$ cat src/hw/rtl/pfpw_pkg.sv
// shared types and constants for the page framebuffer pixel writer
// no dependencies; imported by the controller, the datapath and the top level

package pfpw_pkg;

   // stream payload widths
   localparam int REQ_TDATA_W = 16;   // x[6:0], y[12:7], color[13], zero fill
   localparam int RSP_TDATA_W = 8;    // panel_byte
   localparam int RSP_TUSER_W = 2;    // is_data[0], pixel[1]
   localparam int X_W         = 7;
   localparam int Y_W         = 6;

   // configuration port
   localparam int CSR_INDEX_W = 1;
   localparam int CSR_DATA_W  = 1;
   localparam logic [CSR_INDEX_W-1:0] CSR_UPDATE_ENABLE = 1'b0;
   localparam logic [CSR_INDEX_W-1:0] CSR_FLIP_180      = 1'b1;

   // panel command bytes
   localparam logic [7:0] PAGE_CMD     = 8'hB0;
   localparam logic [7:0] COL_HIGH_CMD = 8'h10;
   localparam logic [7:0] NIBBLE_MASK  = 8'h0F;

   typedef enum logic [2:0] {
      ST_CLEAR,
      ST_IDLE,
      ST_READ,
      ST_MODIFY,
      ST_EMIT
   } ctl_state_type;

   typedef enum logic [1:0] {
      OUT_PAGE,
      OUT_COL_LO,
      OUT_COL_HI,
      OUT_DATA
   } out_kind_type;

   typedef struct packed {
      logic         in_ready;
      logic         clear_wr;
      logic         mem_wr;
      logic         load_rsp;
      logic         rsp_read;
      out_kind_type rsp_kind;
   } ctl_cmd_type;

   typedef struct packed {
      logic clear_done;
      logic mode;
      logic ok;
      logic update_enable;
      logic out_free;
   } ctl_status_type;

endpackage

$ cat src/hw/rtl/pfpw_ctrl.sv
// controller state machine for the page framebuffer pixel writer
// depends on pfpw_pkg; drives commands into pfpw_datapath

module pfpw_ctrl import pfpw_pkg::*; (
   input  logic           clock,
   input  logic           reset,
   input  logic           req_tvalid,
   input  ctl_status_type st,
   output ctl_cmd_type    cmd
);

   ctl_state_type state_ff, state_in;
   out_kind_type  kind_ff, kind_in;

   always_ff @(posedge clock) begin
      if (reset) begin
         state_ff <= ST_CLEAR;
         kind_ff  <= OUT_PAGE;
      end else begin
         state_ff <= state_in;
         kind_ff  <= kind_in;
      end
   end

   // next state
   always_comb begin
      state_in = state_ff;
      kind_in  = kind_ff;
      case (state_ff)
         ST_CLEAR: begin
            if (st.clear_done) state_in = ST_IDLE;
         end
         ST_IDLE: begin
            if (req_tvalid) state_in = ST_READ;
         end
         ST_READ: begin
            if (!st.mode && !st.ok) state_in = ST_IDLE;
            else                    state_in = ST_MODIFY;
         end
         ST_MODIFY: begin
            if (st.mode) begin
               if (st.out_free) state_in = ST_IDLE;
            end else if (st.update_enable) begin
               state_in = ST_EMIT;
               kind_in  = OUT_PAGE;
            end else begin
               state_in = ST_IDLE;
            end
         end
         ST_EMIT: begin
            if (st.out_free) begin
               case (kind_ff)
                  OUT_PAGE:   kind_in = OUT_COL_LO;
                  OUT_COL_LO: kind_in = OUT_COL_HI;
                  OUT_COL_HI: kind_in = OUT_DATA;
                  OUT_DATA:   state_in = ST_IDLE;
                  default:    state_in = ST_IDLE;
               endcase
            end
         end
         default: state_in = ST_IDLE;
      endcase
   end

   // outputs
   always_comb begin
      cmd          = '0;
      cmd.rsp_kind = kind_ff;
      case (state_ff)
         ST_CLEAR:  cmd.clear_wr = 1'b1;
         ST_IDLE:   cmd.in_ready = 1'b1;
         ST_READ:   ;
         ST_MODIFY: begin
            if (st.mode) begin
               cmd.load_rsp = st.out_free;
               cmd.rsp_read = 1'b1;
            end else begin
               cmd.mem_wr = 1'b1;
            end
         end
         ST_EMIT:   cmd.load_rsp = st.out_free;
         default:   ;
      endcase
   end

endmodule

$ cat config.mk
export PLATFORM = sky130hd
export DESIGN_NAME = pfpw_ctrl
export DESIGN_NICKNAME = d
export VERILOG_FILES = /design/src/hw/rtl/pfpw_pkg.sv /design/src/hw/rtl/pfpw_ctrl.sv
export SDC_FILE = /design/constraint.sdc
export NUM_CORES = 1
export LEC_CHECK = 0
export BUFFER_PORTS_ARGS = -buffer_cell sky130_fd_sc_hd__clkbuf_2
export CORE_AREA = 3 3 40 42
export CTS_CLUSTER_SIZE = 25
export DETAILED_ROUTE_END_ITERATION = 12
export DIE_AREA = 0 0 43 45
export GPL_ROUTABILITY_DRIVEN = 0
export MAX_ROUTING_LAYER = met4
export PLACE_DENSITY = 0.49
export REMOVE_ABC_BUFFERS = 1
export SKIP_LAST_GASP = 1
export SLEW_MARGIN = 25
export SYNTH_ARGS = -nofsm -noshare
export SYNTH_HDL_FRONTEND = slang
export SYNTH_SLANG_ARGS = --single-unit
$ cat constraint.sdc
create_clock -name clock -period 3.6 [get_ports clock]
set_clock_uncertainty 0.05 [all_clocks]
set_input_delay 0 -clock clock [delete_from_list [all_inputs] [get_ports clock]]
set_output_delay 0 -clock clock [all_outputs]
set_load 0.01 [all_outputs]
==> Word-level counts from Yosys, hierarchy flattened <==
Cells that the tools add are included.
{ "op_classes": {"muxes": 21, "bitwise_logic": 0, "multipliers": 0, "add_sub_neg": 0, "n_reduce_logical": 8, "n_eq_ne": 15, "n_lt_le_gt_ge": 0, "div": 0, "shift": 0} }
{ "ops": {"columns": ["op", "n"], "rows": [
  ["2-to-1 mux 3 bit", 7],
  ["case mux 3 bit (5 select lines)", 1],
  ["2-to-1 mux 2 bit", 5],
  ["inequality test 2 bit (second input constant)", 5],
  ["AND reduction 5 bit", 2],
  ["== test 3 x 2 -> 1 bit (second input constant)", 2],
  ["case mux 2 bit (3 select lines)", 1],
  ["2-to-1 mux 1 bit", 5],
  ["== test 2 bit (second input constant)", 2],
  ["inequality test 4 x 1 -> 1 bit (second input constant)", 1],
  ["case mux 2 bit (2 select lines)", 1],
  ["== test 3 x 1 -> 1 bit (second input constant)", 1],
  ["== test 3 bit (second input constant)", 1],
  ["logical NOT 3 bit", 1],
  ["inequality test 3 bit (second input constant)", 1],
  ["== test 2 x 1 -> 1 bit (second input constant)", 1],
  ["logical NOT 1 bit", 2],
  ["logical NOT 2 bit", 1],
  ["inequality test 2 x 1 -> 1 bit (second input constant)", 1],
  ["case mux 1 bit (2 select lines)", 1],
  ["nonzero test 2 bit", 1],
  ["logical AND 1 bit", 1]
]} }
{ "word_totals": {"ff_bits": 5, "romBits": 0, "ramBits": 0, "latchBits": 0, "memories": 0, "word_cells": 46, "out_inout_bits": 7} }

==> Logic depth before layout (Yosys ltp) <==
{ "logic_depth": {"word_depth": 4, "ltp_mapped": 5, "mapped_depth_nobuf": 5} }

==> Least setup slack after synthesis <==
No wires, ideal clock.
{ "synth_timing": {"kind": "flip-flop to flip-flop", "start": "register kind_ff[1]", "end": "register kind_ff[1]", "t_arrival_ns": 1.315, "t_required_ns": 3.478, "period_less_slack_ns": 1.437, "stages_incl_launch_ff": 5, "n_path_buf": 0, "slack_ns": 2.163, "path_cell_list": "dfxtp_1 -> inv_1 -> ha_1 -> o41ai_2 -> mux2i_1"} }
{ "synth_via": {"elab_chain_cells": 4, "word_cells_on_any_way": 8, "classes_between": "eq/ne: 3; mux: 3; reduce/logical: 2"} }
{ "synth_rtl": {"columns": ["element", "line_no", "rtl"], "rows": [
  ["from (decl)", "pfpw_ctrl.sv:13", "out_kind_type kind_ff, kind_in;"],
  ["from (signal assigned)", "pfpw_ctrl.sv:21", "kind_ff <= kind_in;"],
  ["== test 2 bit (tied with other cells)", "pfpw_ctrl.sv:52", "case (kind_ff)"],
  ["case mux 2 bit (3 select lines)", "pfpw_ctrl.sv:52", null],
  ["2-to-1 mux 2 bit", "pfpw_ctrl.sv:51", "if (st.out_free) begin"],
  ["case mux 2 bit (2 select lines)", "pfpw_ctrl.sv:29", "case (state_ff)"]
]} }
Parallel ways exist; a longest one is shown, timed or not. The select of a mux whose other input is x is not followed.
A chain may end at the register's enable or synchronous reset.

==> Final worst setup path <==
Ends and elaborated chain as after synthesis.

==> qor.yml <==
status: "finished clean"
synth.most_common_cell: "dfxtp_1"
grt_pass1_vias: 348
num_vias: 369
root_buffer: "clkbuf_4"
tns_ns: 0
post-route-min-period_ns: 1.494
cp.arrival_ns: 1.62
finalCritPeriodShare: 0.4150
p_switching_uw: 40.18
synth.distinct_cells: 24
final_antenna_net_count: 0
setup_viol: 0
final_layout_size_suffix_gt1_frac: 0.3500
syn_to_final_growth_pct: 32.11
drtIter0Drc: 0
cts_tree: "done"
p_leak_nw: 0.2303
drv_cap: 0
tightest_slew_ns: 0.3943
fp-row-count: 13
irDropWorstVdd_mv: 0.1360
grt_antenna_before_repair: 0
routedWlPerCell_um: 10.32
dieArea_um2: 1935
syn-instance-count: 42
start_util: 0.2911
yosys.area.top_type: "dfxtp_1"
die_w_um: 43
n_antenna_cell: 0
syn_area_um2: 374.1
p_clk_frac: 0.431
hold_depth: 3
die_h_um: 45
post_cts_resize_count: 0
postSynthAreaPerCell_um2: 8.907
hp-class: "input pin to flip-flop"
grtUsageTotal: 0.1116
vias_per_cell: 4.920
grt_max_degree: 12
slew_violations: 0
start_kind: "flip-flop"
fin_area_um2: 494.2
first_pass_iters: 1
combPwrFrac: 0.165
r2r_slack_ns: 2.11
synth.area.top_cells: "dfxtp_1 (27%), ha_1 (13%), nor2b_1 (5.0%)"
final_nets: 73
core_area_um2: 1285
r2r.worst_path.cells: 4
async_flop_share: 0
ys.warnings.count: 0
min_from: "st[4]"
clk_latency_ns: 0.25
end_kind: "flip-flop"
fmax_mhz: 669.4
holdPathEnd: "state_ff[0]$_SDFFE_PP0P_"
clkTransAtPathRegs_ns: 0.04
grt-ovfl-total: 0
htree_levels: 1
synth_edf_count: 0
ios: 15
postPlaceCellArea_um2: 457.9
cts_buffers: 3
cp_max_fo: 5
dp.final_hpwl_um: 622.9
ctsLongestPathBuffers: 2
seqPwrFrac: 0.404
wl_um: 774
required_ns: 3.73
switching_share: 0.2625
cts.sinks: 5
critPathKind: "flip-flop to flip-flop"
synth_ff_type: "dfxtp_1"
grt_pass1_wl_um: 1483
reg2reg_from: "kind_ff[1]$_SDFFE_PP0P_"
worst_r2r_endpoint: "kind_ff[1]$_SDFFE_PP0P_"
rsz0062_at_grt: "false"
io_buffer_count: 14
slew_headroom: 0.7343
synth_commonest_cells: "dfxtp_1 (5), ha_1 (4)"
p_int_uw: 112.9
power_density_nw_per_um2: 309.8
synth_top_area_frac: 0.2676
final_hold_viol_count: 0
fill_cells: 139
drc: 0
yosysSeqAreaShare: 0.2676
synth_seq_cells: 5
[cells by family (layout without fill, tap and decap cells)]
group	Yosys count	after routing	synth area share
multiplexers	1	1	0.02676
flip-flops	5	5	0.2676
buffers and inverters	4	22	0.04346
AND/OR/NAND/NOR	17	17	0.2676
AO/OA/AOI/OAI	11	11	0.2609
adder cells (fa/ha/maj)	4	4	0.1338
[worst max path at each step]
stage | start | end | slack, ns | cells past startpoint
floorplan | kind_ff[1]$_SDFFE_PP0P_ | kind_ff[1]$_SDFFE_PP0P_ | 2.16 | 4
global placement | kind_ff[1]$_SDFFE_PP0P_ | kind_ff[1]$_SDFFE_PP0P_ | 2.11 | 4
detailed placement | kind_ff[1]$_SDFFE_PP0P_ | kind_ff[1]$_SDFFE_PP0P_ | 2.11 | 4
CTS | kind_ff[1]$_SDFFE_PP0P_ | kind_ff[1]$_SDFFE_PP0P_ | 2.10 | 4
global route | kind_ff[1]$_SDFFE_PP0P_ | kind_ff[1]$_SDFFE_PP0P_ | 2.00 | 4
finish | kind_ff[1]$_SDFFE_PP0P_ | kind_ff[1]$_SDFFE_PP0P_ | 2.11 | 4
[repair_timing]
item | 4_1_cts | 5_1_grt
hold endpoints to repair | 4 | 0
hold buffers | 1 | 0
setup buffers | 0 | 0
[state kept, by name, indices dropped and copies added (netlist names)]
signal    cells
kind_ff       2
state_ff      3
[worst max-delay path: stages (launching register included)]
cell and delay (ns):
dfxtp_1 0.40, inv_1 0.09, ha_1 0.21, o41ai_2 0.47
mux2i_1 0.22
[power groups by stage]
stage | logic (mW) | clock network (mW) | registers, mW
floorplan | 0.0146 | 0 | 0.0620
global placement | 0.0251 | 0 | 0.0631
detailed placement | 0.0248 | 0 | 0.0629
CTS | 0.0258 | 0.0681 | 0.0619
global route | 0.0287 | 0.0729 | 0.0627
finish | 0.0252 | 0.0660 | 0.0619
[layout by cell type, fill, tap and decap left out]
master | Yosys | layout
o22ai_1 | 1 | 1
nand2b_1 | 1 | 1
a22oi_1 | 1 | 1
dfxtp_1 | 5 | 5
nor3_1 | 2 | 2
ha_1 | 4 | 4
clkbuf_2 | 0 | 14
inv_1 | 3 | 3
o41ai_2 | 1 | 1
a32oi_1 | 1 | 1
a211oi_2 | 1 | 1
nand3b_1 | 1 | 1
a32o_1 | 1 | 1
nand2_1 | 3 | 3
o21a_1 | 2 | 2
nor2_1 | 3 | 3
a221oi_1 | 1 | 1
dlygate4sd3_1 | 0 | 1
and2b_4 | 1 | 1
a21o_1 | 1 | 1
mux2i_1 | 1 | 1
and3_1 | 2 | 2
clkbuf_1 | 0 | 1
nor3b_2 | 1 | 1
clkbuf_4 | 0 | 3
o21ai_0 | 1 | 1
nor2b_1 | 3 | 3
[stage by stage]
step	power, mW	util	hold WS [ns]	instances	setup WS, ns
after floorplan	0.07659	-	0.01465	41	2.163
after global placement	0.08818	0.3564	0.2028	70	2.112
after detailed placement	0.08765	0.3564	0.1926	70	2.110
after CTS	0.1557	0.3846	0.05443	75	2.098
after global routing	0.1643	0.3846	0.06358	75	1.998
final	0.1531	0.3846	0.05456	75	2.106
[metal layers]
layer | track usage | up-vias | share of wire
li1 | - | 189 | -
met1 | 0.1353 | 165 | 0.46
met2 | 0.1407 | 11 | 0.44
met3 | 0.02390 | 4 | 0.067
met4 | 0.1265 | 0 | 0.035
met5 | - | - | 0
[area by class of cell]
class / count / area, um^2 / area share
multi-input cells: 33 / 257.7 / 0.5215
flip-flops and latches: 5 / 100.1 / 0.2025
repair buffers: 15 / 80.08 / 0.1620
clock buffers: 4 / 26.28 / 0.05316
well taps: 15 / 18.77 / 0.03797
inverters: 3 / 11.26 / 0.02278
(Power assumes the default switching activity.)
